File: src/rtl/fct_pkg.sv
// ----------------------------------------------------------------------------
// fct_pkg
// Shared types and constants of the fragment coverage tracker.
// ----------------------------------------------------------------------------
package fct_pkg;

    localparam int LEN_W   = 17;
    localparam int END_W   = 17;
    localparam int CHUNK_W = 17;
    localparam int COUNT_W = 4;
    localparam int OUT_W   = 8;

    localparam logic [CHUNK_W-1:0] CHUNK_RESET = 17'h10000;

    typedef enum logic [1:0] {
        STAT_OK    = 2'd0,
        STAT_RANGE = 2'd1,
        STAT_FULL  = 2'd2
    } stat_t;

    typedef enum logic [1:0] {
        ST_IDLE,
        ST_SCAN,
        ST_FINISH
    } state_t;

    typedef enum logic [1:0] {
        PH_SEEK,
        PH_GATHER,
        PH_COPY
    } phase_t;

endpackage

File: src/rtl/fragment_coverage_tracker_top.sv
// ----------------------------------------------------------------------------
// fragment_coverage_tracker_top
// Keeps a sorted list of disjoint covered byte ranges of one chunk, merges
// each fragment into it and reports acceptance, completion and list length.
// ----------------------------------------------------------------------------
// A request walks the stored intervals in turn, with one extra step when the
// merged interval lands before the end of the list, before the next request
// can be taken; zero-length and out-of-range requests skip the walk. A
// waiting result adds its stall on top.
// The walk is paced by the interval memory, which is read one entry per
// cycle through its single read port while the new list is written into the
// other bank. Results sit in an output register, so a request is taken while
// the previous result still waits.
module fragment_coverage_tracker_top
    import fct_pkg::*;
#(
    parameter int MAX_PARTS   = 8,
    parameter int OFFSET_BITS = 16
) (
    input  logic                 aclk,
    input  logic                 aresetn,
    input  logic                 cfg_wr_en,
    input  logic [CHUNK_W-1:0]   cfg_wr_data,
    input  logic                 s_tvalid,
    output logic                 s_tready,
    // frag_offset, frag_length, zero fill
    input  logic [((OFFSET_BITS+LEN_W+7)/8)*8-1:0] s_tdata,
    // start_new
    input  logic                 s_tuser,
    output logic                 m_tvalid,
    input  logic                 m_tready,
    // status, complete, interval_count, zero fill
    output logic [OUT_W-1:0]     m_tdata
);

    localparam int IDX_W      = $clog2(MAX_PARTS);
    localparam int CNT_W      = $clog2(MAX_PARTS + 1);
    localparam int BANK_DEPTH = 1 << IDX_W;
    localparam int CMP_W      = (OFFSET_BITS > END_W) ? OFFSET_BITS : END_W;
    localparam int SUM_W      = CMP_W + 1;

    // interval memory, two banks
    logic [OFFSET_BITS-1:0] mem_start [2*BANK_DEPTH];
    logic [END_W-1:0]       mem_end   [2*BANK_DEPTH];

    state_t                 st_reg, st_next;
    phase_t                 ph_reg, ph_next;
    logic [CNT_W-1:0]       p_reg, p_next;
    logic [CNT_W-1:0]       w_reg, w_next;
    logic [CNT_W-1:0]       used_reg, used_next;
    logic                   done_reg, done_next;
    logic                   bank_reg, bank_next;
    stat_t                  stat_reg, stat_next;
    logic [OFFSET_BITS-1:0] off_reg, off_next;
    logic [END_W-1:0]       fend_reg, fend_next;
    logic [OFFSET_BITS-1:0] ns_reg, ns_next;
    logic [END_W-1:0]       ne_reg, ne_next;
    logic [OFFSET_BITS-1:0] head_s_reg, head_s_next;
    logic [END_W-1:0]       head_e_reg, head_e_next;
    logic [OFFSET_BITS-1:0] cap_s_reg, cap_s_next;
    logic [END_W-1:0]       cap_e_reg, cap_e_next;
    logic [CHUNK_W-1:0]     chunk_reg;
    logic [OFFSET_BITS-1:0] rd_s_reg;
    logic [END_W-1:0]       rd_e_reg;
    logic                   m_tvalid_reg, m_tvalid_next;
    logic [OUT_W-1:0]       m_tdata_reg, m_tdata_next;

    logic                   in_acc;
    logic [OFFSET_BITS-1:0] in_off;
    logic [LEN_W-1:0]       in_len;
    logic [SUM_W-1:0]       in_sum;
    logic                   in_beyond;

    logic                   at_end, is_before, is_touch, is_full;
    logic                   scan_fin, scan_rej, scan_commit;
    logic                   wr_en, wr_merged, p_inc, do_gather, to_copy;
    logic [OFFSET_BITS-1:0] wr_s;
    logic [END_W-1:0]       wr_e;
    logic [IDX_W:0]         wr_addr, rd_addr;
    logic                   out_free, done_eval;

    assign s_tready = (st_reg == ST_IDLE);
    assign m_tvalid = m_tvalid_reg;
    assign m_tdata  = m_tdata_reg;

    assign in_acc    = s_tvalid && s_tready;
    assign in_off    = s_tdata[OFFSET_BITS-1:0];
    assign in_len    = s_tdata[OFFSET_BITS +: LEN_W];
    assign in_sum    = SUM_W'(in_off) + SUM_W'(in_len);
    assign in_beyond = in_sum > SUM_W'(chunk_reg);

    assign out_free  = !m_tvalid_reg || m_tready;
    assign done_eval = done_reg || ((used_reg != '0) && (head_s_reg == '0) &&
                                    (head_e_reg >= chunk_reg));

    // scan decode
    always_comb begin
        at_end    = (p_reg == used_reg);
        is_before = (ph_reg == PH_SEEK) && (CMP_W'(rd_e_reg) < CMP_W'(off_reg));
        is_touch  = CMP_W'(rd_s_reg) <= CMP_W'(fend_reg);
        is_full   = (ph_reg != PH_GATHER) && (used_reg >= CNT_W'(MAX_PARTS));
        scan_fin  = 1'b0;
        scan_rej  = 1'b0;
        wr_en     = 1'b0;
        wr_merged = 1'b0;
        p_inc     = 1'b0;
        do_gather = 1'b0;
        to_copy   = 1'b0;
        if (st_reg == ST_SCAN) begin
            priority if (at_end) begin
                scan_fin = 1'b1;
                if (ph_reg != PH_COPY) begin
                    if (is_full) begin
                        scan_rej = 1'b1;
                    end else begin
                        wr_en     = 1'b1;
                        wr_merged = 1'b1;
                    end
                end
            end else if (is_before) begin
                wr_en = 1'b1;
                p_inc = 1'b1;
            end else if (ph_reg != PH_COPY && is_touch) begin
                do_gather = 1'b1;
                p_inc     = 1'b1;
            end else if (ph_reg != PH_COPY) begin
                if (is_full) begin
                    scan_fin = 1'b1;
                    scan_rej = 1'b1;
                end else begin
                    wr_en     = 1'b1;
                    wr_merged = 1'b1;
                    to_copy   = 1'b1;
                end
            end else begin
                wr_en = 1'b1;
                p_inc = 1'b1;
            end
        end
        scan_commit = scan_fin && !scan_rej;
        wr_s    = wr_merged ? ns_reg : rd_s_reg;
        wr_e    = wr_merged ? ne_reg : rd_e_reg;
        wr_addr = {~bank_reg, w_reg[IDX_W-1:0]};
    end

    // next state
    always_comb begin
        st_next = st_reg;
        unique case (st_reg)
            ST_IDLE: begin
                if (in_acc) begin
                    if (in_len == '0 || in_beyond) begin
                        st_next = ST_FINISH;
                    end else begin
                        st_next = ST_SCAN;
                    end
                end
            end
            ST_SCAN: begin
                if (scan_fin) begin
                    st_next = ST_FINISH;
                end
            end
            ST_FINISH: begin
                if (out_free) begin
                    st_next = ST_IDLE;
                end
            end
            default: st_next = ST_IDLE;
        endcase
    end

    // datapath and outputs
    always_comb begin
        ph_next       = ph_reg;
        p_next        = p_reg;
        w_next        = w_reg;
        used_next     = used_reg;
        done_next     = done_reg;
        bank_next     = bank_reg;
        stat_next     = stat_reg;
        off_next      = off_reg;
        fend_next     = fend_reg;
        ns_next       = ns_reg;
        ne_next       = ne_reg;
        head_s_next   = head_s_reg;
        head_e_next   = head_e_reg;
        cap_s_next    = cap_s_reg;
        cap_e_next    = cap_e_reg;
        m_tvalid_next = m_tvalid_reg && !m_tready;
        m_tdata_next  = m_tdata_reg;

        if (in_acc) begin
            off_next  = in_off;
            fend_next = in_sum[END_W-1:0];
            ns_next   = in_off;
            ne_next   = in_sum[END_W-1:0];
            ph_next   = PH_SEEK;
            p_next    = '0;
            w_next    = '0;
            if (s_tuser) begin
                used_next = '0;
                done_next = 1'b0;
            end
            if (in_len == '0) begin
                stat_next = STAT_OK;
            end else if (in_beyond) begin
                stat_next = STAT_RANGE;
            end else begin
                stat_next = STAT_OK;
            end
        end

        if (p_inc) begin
            p_next = p_reg + 1'b1;
        end
        if (do_gather) begin
            ph_next = PH_GATHER;
            ns_next = (rd_s_reg < ns_reg) ? rd_s_reg : ns_reg;
            ne_next = (rd_e_reg > ne_reg) ? rd_e_reg : ne_reg;
        end
        if (to_copy) begin
            ph_next = PH_COPY;
        end
        if (wr_en) begin
            w_next = w_reg + 1'b1;
            if (w_reg == '0) begin
                cap_s_next = wr_s;
                cap_e_next = wr_e;
            end
        end
        if (scan_rej) begin
            stat_next = STAT_FULL;
        end
        if (scan_commit) begin
            bank_next = ~bank_reg;
            used_next = w_next;
            if (wr_en && w_reg == '0) begin
                head_s_next = wr_s;
                head_e_next = wr_e;
            end else begin
                head_s_next = cap_s_reg;
                head_e_next = cap_e_reg;
            end
        end

        if (st_reg == ST_FINISH && out_free) begin
            done_next     = done_eval;
            m_tvalid_next = 1'b1;
            m_tdata_next  = {1'b0, COUNT_W'(used_reg), done_eval, stat_reg};
        end

        rd_addr = {bank_reg, p_next[IDX_W-1:0]};
    end

    always_ff @(posedge aclk) begin
        if (!aresetn) begin
            st_reg       <= ST_IDLE;
            ph_reg       <= PH_SEEK;
            p_reg        <= '0;
            w_reg        <= '0;
            used_reg     <= '0;
            done_reg     <= 1'b0;
            bank_reg     <= 1'b0;
            stat_reg     <= STAT_OK;
            chunk_reg    <= CHUNK_RESET;
            m_tvalid_reg <= 1'b0;
        end else begin
            st_reg       <= st_next;
            ph_reg       <= ph_next;
            p_reg        <= p_next;
            w_reg        <= w_next;
            used_reg     <= used_next;
            done_reg     <= done_next;
            bank_reg     <= bank_next;
            stat_reg     <= stat_next;
            m_tvalid_reg <= m_tvalid_next;
            if (cfg_wr_en) begin
                chunk_reg <= cfg_wr_data;
            end
        end
    end

    always_ff @(posedge aclk) begin
        off_reg     <= off_next;
        fend_reg    <= fend_next;
        ns_reg      <= ns_next;
        ne_reg      <= ne_next;
        head_s_reg  <= head_s_next;
        head_e_reg  <= head_e_next;
        cap_s_reg   <= cap_s_next;
        cap_e_reg   <= cap_e_next;
        m_tdata_reg <= m_tdata_next;
    end

    // interval memory ports
    always_ff @(posedge aclk) begin
        if (wr_en) begin
            mem_start[wr_addr] <= wr_s;
            mem_end[wr_addr]   <= wr_e;
        end
        rd_s_reg <= mem_start[rd_addr];
        rd_e_reg <= mem_end[rd_addr];
    end

    a_used_bound: assert property (@(posedge aclk) disable iff (!aresetn)
        used_reg <= CNT_W'(MAX_PARTS))
        else $error("interval count above table size");

    a_wr_bound: assert property (@(posedge aclk) disable iff (!aresetn)
        wr_en |-> (w_reg < CNT_W'(MAX_PARTS)))
        else $error("interval write beyond table");

    a_done_sticky: assert property (@(posedge aclk) disable iff (!aresetn)
        (done_reg && !(in_acc && s_tuser)) |=> done_reg)
        else $error("completion dropped without new chunk");

    a_reject_keeps: assert property (@(posedge aclk) disable iff (!aresetn)
        scan_rej |=> ($stable(used_reg) && $stable(bank_reg)))
        else $error("rejected request changed the list");

    a_finish_after_scan: assert property (@(posedge aclk) disable iff (!aresetn)
        scan_fin |=> (st_reg == ST_FINISH))
        else $error("scan end did not reach result stage");

endmodule

File: config.mk
export PLATFORM = sky130hd
export DESIGN_NAME = fragment_coverage_tracker_top
export DESIGN_NICKNAME = d
export VERILOG_FILES = /design/src/rtl/fct_pkg.sv /design/src/rtl/fragment_coverage_tracker_top.sv
export SDC_FILE = /design/constraint.sdc
export NUM_CORES = 1
export LEC_CHECK = 0
export BUFFER_PORTS_ARGS = -buffer_cell sky130_fd_sc_hd__clkbuf_2
export CORE_AREA = 2 2 254 256
export DETAILED_ROUTE_END_ITERATION = 12
export DIE_AREA = 0 0 256 258
export GPL_TIMING_DRIVEN = 0
export PLACE_DENSITY = 0.66
export SYNTH_ARGS = -nofsm -noshare
export SYNTH_HDL_FRONTEND = slang
export SYNTH_SLANG_ARGS = --single-unit
File: constraint.sdc
create_clock -name aclk -period 5.9 [get_ports aclk]
set_clock_uncertainty 0.2 [all_clocks]
set_input_delay 0.295 -clock aclk [delete_from_list [all_inputs] [get_ports aclk]]
set_output_delay 0.295 -clock aclk [all_outputs]
set_load 0.005 [all_outputs]
Word level (Yosys, flattened, before mapping)
Memories as Yosys holds them, arrays and structs flattened. A register that Yosys moved wholly into a read port is not among the register bits.
Index checks and enable logic that the tools add are counted.
- mux-type cells: 65
- shifts and indexed selects: 0
- bitwise operators: 2
- reduce and logical (&&, ||, !) cells: 38
- $add $sub $neg: 3
- divide/modulo/power cells: 0
- $lt $le $gt $ge: 7
- equal/unequal tests: 10
- multipliers: 0
- operators by type and width (operator ; count):
    two-way mux 17 bit ; 5
    two-way mux 16 bit ; 5
    two-way mux 1 bit ; 38
    two-way mux 4 bit ; 7
    adder 16 x 17 -> 18 bit ; 1
    > comparator 18 x 17 -> 1 bit ; 1
    two-way mux 2 bit ; 9
    greater-or-equal comparator 17 bit ; 1
    > comparator 17 bit ; 1
    <= comparator 16 x 17 -> 1 bit ; 1
    logical NOT 17 bit ; 1
    < comparator 17 x 16 -> 1 bit ; 1
    logical NOT 16 bit ; 1
    < comparator 16 bit ; 1
    nonzero test 2 bit ; 7
    logical AND 1 bit ; 10
    AND reduction 2 bit ; 5
    adder 4 x 1 -> 4 bit (second input constant) ; 2
    != test 2 x 1 -> 1 bit (second input constant) ; 4
    != test 2 bit (second input constant) ; 3
    one-hot mux 2 bit (3 select lines) ; 1
    == test 4 bit ; 1
    greater-or-equal comparator 4 bit (second input constant) ; 1
    logical NOT 2 bit ; 2
    10 further kinds ; 16
- memory bits (writable): 528
- flip-flop bits (word level): 177
- bits of input ports: 63
- output and inout port bits: 10
- bits in read-only memories: 0
- bits in latches: 0
- memories: 2
- memories (memory ; words ; bits a word ; rd ports ; clocked after Yosys merged registers in ; wr ports ; line ; source):
    mem_end ; 16 ; 17 ; 1 ; 1 ; 1 ; fragment_coverage_tracker_top.sv:44 ; logic [END_W-1:0] mem_end [2*BANK_DEPTH];
    mem_start ; 16 ; 16 ; 1 ; 1 ; 1 ; fragment_coverage_tracker_top.sv:43 ; logic [OFFSET_BITS-1:0] mem_start [2*BANK_DEPTH];

Depth between registers and ports, before layout
- depth in word-level cells: 12
- depth in mapped cells: 20

Least setup slack after synthesis
OpenSTA, ideal clock, no wires.
- path kind: register to register
- from: register off_reg[12]
- to: memory mem_end[15][0] (enable)
- period minus slack after synthesis: 5.339 ns
- data arrival time: 4.667 ns
- setup time: 0.471 ns
- setup slack: 0.561 ns
- path buffers: 0
- cell stages (with the launch flop): 12
- path through: edfxtp_1 inv_1 ha_1 a2111oi_2 o21ai_1 a21oi_2 a211oi_2 nor2_1 a211oi_1 a211oi_4 nand2_1 nor3b_1
- longest elaborated chain between the ends: 7
- RTL lines (element ; line ; source):
    start: declaration ; fragment_coverage_tracker_top.sv:54 ; logic [OFFSET_BITS-1:0] off_reg, off_next;
    start signal: assignment ; fragment_coverage_tracker_top.sv:285 ; off_reg <= off_next;
    < comparator 17 x 16 -> 1 bit ; fragment_coverage_tracker_top.sv:99 ; is_before = (ph_reg == PH_SEEK) && (CMP_W'(rd_e_reg) < CMP_W'(off_reg));
    logical AND 1 bit ; fragment_coverage_tracker_top.sv:99 ;
    two-way mux 1 bit ; fragment_coverage_tracker_top.sv:120 ; end else if (is_before) begin
    two-way mux 1 bit ; fragment_coverage_tracker_top.sv:110 ; priority if (at_end) begin
    two-way mux 1 bit ; fragment_coverage_tracker_top.sv:109 ; if (st_reg == ST_SCAN) begin
    two-way mux 1 bit ; fragment_coverage_tracker_top.sv:298 ; if (wr_en) begin
    two-way mux 1 bit (implied by the code) ; fragment_coverage_tracker_top.sv:300 ; mem_end[wr_addr] <= wr_e;
    end: declaration ; fragment_coverage_tracker_top.sv:44 ;
Every way passes these cells.

Final worst setup path
- from: input s_tdata[0]
- to: register st_reg[0]
- longest elaborated chain between the ends: 6
- RTL lines (element ; line ; source):
    start: declaration ; fragment_coverage_tracker_top.sv:27 ; input logic [((OFFSET_BITS+LEN_W+7)/8)*8-1:0] s_tdata,
    adder 16 x 17 -> 18 bit ; fragment_coverage_tracker_top.sv:89 ; assign in_sum = SUM_W'(in_off) + SUM_W'(in_len);
    net in_sum[16] ; fragment_coverage_tracker_top.sv:71 ; logic [SUM_W-1:0] in_sum;
    > comparator 18 x 17 -> 1 bit ; fragment_coverage_tracker_top.sv:90 ; assign in_beyond = in_sum > SUM_W'(chunk_reg);
    logical OR 1 bit ; fragment_coverage_tracker_top.sv:152 ; if (in_len == '0 || in_beyond) begin
    two-way mux 2 bit ; fragment_coverage_tracker_top.sv:152 ;
    two-way mux 2 bit ; fragment_coverage_tracker_top.sv:151 ; if (in_acc) begin
    one-hot mux 2 bit (3 select lines) ; fragment_coverage_tracker_top.sv:149 ; unique case (st_reg)
    end signal: assignment ; fragment_coverage_tracker_top.sv:269 ; st_reg <= st_next;
    end: declaration ; fragment_coverage_tracker_top.sv:46 ; state_t st_reg, st_next;
The timed path passes the listed nets, and every way through them passes these cells. The select of a mux whose other input is x is not followed.
A chain may end at the register's enable or synchronous reset.

==> metrics.txt <==
cell taking the most area after synthesis edfxtp_1; Max Clk Rate 179 MHz; met3 Usage GRT 3.18%; number of global-route vias before repair 18.3k; WL/cell 25.1 um; Fillers 4842; drt total wl 77900 um; clock insertion delay at the later pin of the skew report 620 ps; Placer Congestion 0.908; drt first pass iters 6; WP data arrival 5920 ps; Final ANT Viol Nets 0; outcome finished, violations left; Core ar. 0.0636 mm^2; share of cells above drive strength 1 21.3%; Die Wd 256 um; Worst-Margin Slew 1490 ps; Initial Util 49.3%; die height 258 um; clk buf depth 3; CP Launch Type input pin; antenna violations before repair 0; Yosys cell types 72; design area 0.0365 mm^2; critical path, cell by cell dlygate4sd3_1 > clkbuf_2 > ha_1 > inv_1 > fa_1 > inv_1 > a21oi_1 > o21ai_0 > a21o_1 > a31o_2 > a41o_1 > o41a_1 > a31oi_1 > xnor2_1 > ha_1 > a2111oi_0 > o211ai_1 > o21ai_0 > a21boi_0 > nand3b_1 > a211oi_1; I/O pin cnt 73; RSZ-0062 raised after global routing false; CP max stage cell dlygate4sd3_1; post-layout total power 15.0 mW; Tcrit/Tclk final 94.9%; setup violators final 0; final non-filler cell total 3102; Post CTS Setup Buffer Count 0; dominant synthesized flop cell edfxtp_1; CTS root buffer clkbuf_16; initial DRC count 2081; Ys Warns 0; Placed Cells 2922; Final Hold Vio Count 0; GRT Util Overall 23.7%; FF+latch count, synth 738; Area after DPL 0.0336 mm^2; Synth async-reset ratio 0%; share of the synthesized area in the top cell type 63.8%; GR peak layer met2; slowest stage delay, CP 540 ps; storage element area 0.0215 mm^2; nets 2368; met2 Track Usage GR 39.5%; failing checks capacitance limit; Final Util 57.3%; CP Max Fanout 3; clock sinks 738; EDFF count, synth 667; Critical Path Sink Type flip-flop; hold_buf cts 41; largest net degree at the start of global routing 34; post-synthesis sequential area ratio 68.4%; max FFs per register 272; met1 Use GR 32.5%; crit path time final 5600 ps; CTS tree yes; H-tree depth 3; Mapped Avg Cell Area 16.2 um^2; DP Wirelength 55000 um; Top Registers mem_end: 272 flops, mem_start: 256 flops; Max Cap Viol 1; WP data required 6220 ps; Vias per Instance 5.89; synthesized area 0.0314 mm^2; global route overflow 0; Gates resized, CTS repair 0; Syn Inst Count 1943; # DRC 0; PwrDens 411 mW/mm^2; Crit Path Class input pin to flip-flop; most frequent cell after synthesis edfxtp_1; Area contributors post-synth edfxtp_1 (64%), mux4_2 (6.1%), ha_1 (4.7%), dfxtp_1 (4.5%), mux2i_1 (2.3%); Area Growth Syn to Fin 16.2%; P_leak 12.8 nW; CP top delay family compound AO/OA/AOI/OAI gates; final setup margin 298 ps; cts bufs inserted 75; WP buf/inv 4; pre-CTS setup slack 319 ps; relative slew slack 0.323%; maximum VDD drop 0.000211 V; row count 93; Largest Register mem_end; Final Max Tran Viols 0; combined area of the multi-input logic cells 0.00923 mm^2; ant diodes 0; die area 0.0660 mm^2; IO buf count 63; CTS clk-pin slew, worst paths 60 ps; vias 18.3k; Hold WC Path Type input pin to flip-flop; syn_nets 2125; first-pass GRT wire length 116000 um; top cells by count, synth edfxtp_1 (667), ha_1 (118), nand2_1 (111)
[power breakdown]
part | switching (mW) | total (mW) | internal [mW]
logic | 2.09 | 3.19 | 1.10
registers | 0.283 | 7.16 | 6.87
clock network | 1.97 | 4.63 | 2.66
[logic make-up (layout without fill, tap and decap cells)]
family | after synthesis | in the layout | share of synthesized area [%]
AO/OA/AOI/OAI | 330 | 330 | 7.25
XOR/XNOR | 23 | 23 | 0.642
adder cells (fa/ha/maj) | 119 | 119 | 4.77
buffers and inverters | 186 | 490 | 2.64
flip-flops | 738 | 738 | 68.4
multiplexers | 239 | 239 | 11.7
other | 1 | 1 | 0.0119
AND/OR/NAND/NOR | 307 | 307 | 4.59
[per-layer routing]
layer | vias up | routed length, um
met4 | 0 | 2340
met2 | 739 | 37700
met1 | 9273 | 32800
met5 | - | 0
met3 | 137 | 5130
li1 | 8117 | -
[layout by cell type, fill, tap and decap left out, drive strengths merged, types with 16 or more instances in the layout]
master	synthesis	routed
clkbuf	36	200
mux2i	72	72
xnor2	16	16
nand2	112	112
a22oi	24	24
mux2	82	82
a21o	24	24
nor3	19	19
o22a	23	23
o21ai	77	77
mux4	85	85
inv	104	106
o211ai	22	22
a211oi	18	18
dfxtp	71	71
nand3	53	53
nor2	57	57
clkinv	1	30
dlygate4sd3	0	41
a21oi	64	64
ha	118	118
buf	45	107
edfxtp	667	667
[per-stage QoR]
stage,hold slack (ps),setup TNS [ps]
after floorplan,194,0
after global placement,213,-520780
after detailed placement,221,0
after CTS,7.46,0
after global routing,53.9,0
final,40.8,0
[layout make-up]
cell class,count,share of cell area [%]
clock inverter,37,0.947
buffer,81,1.19
timing repair buffer,166,4.10
multi-input combinational,1019,25.3
tap,855,2.93
clock buffer,101,5.58
inverter,105,1.08
sequential,738,58.8
[worst reg2reg max path, stage by stage, from the launching register on]
cell	delay (ps)
dfxtp_1	440
ha_1	290
a211oi_1	230
nor2_1	70
a2111oi_0	630
o21ai_1	280
o2111ai_2	180
a21oi_1	290
a21o_1	340
nor2_1	1130
clkbuf_1	590
a22oi_1	250
nand3_1	230
[path summary, 6_finish.rpt]
check | start | endpoint | slack [ps] | depth (start not counted)
hold / removal | cfg_wr_en | chunk_reg[3]$_SDFFE_PN0P_ | 40 | 3
setup / recovery | s_tdata[0] | st_reg[0]$_SDFFE_PN0P_ | 300 | 21
hold reg to reg | stat_reg[0]$_SDFFE_PP0P_ | m_tdata[0]$_DFFE_PP_ | 240 | 0
setup reg to reg | rd_s_reg[6]$_DFF_P_ | rd_s_reg[11]$_DFF_P_ | 650 | 12
No activity file was read; power rests on OpenSTA's default activity.
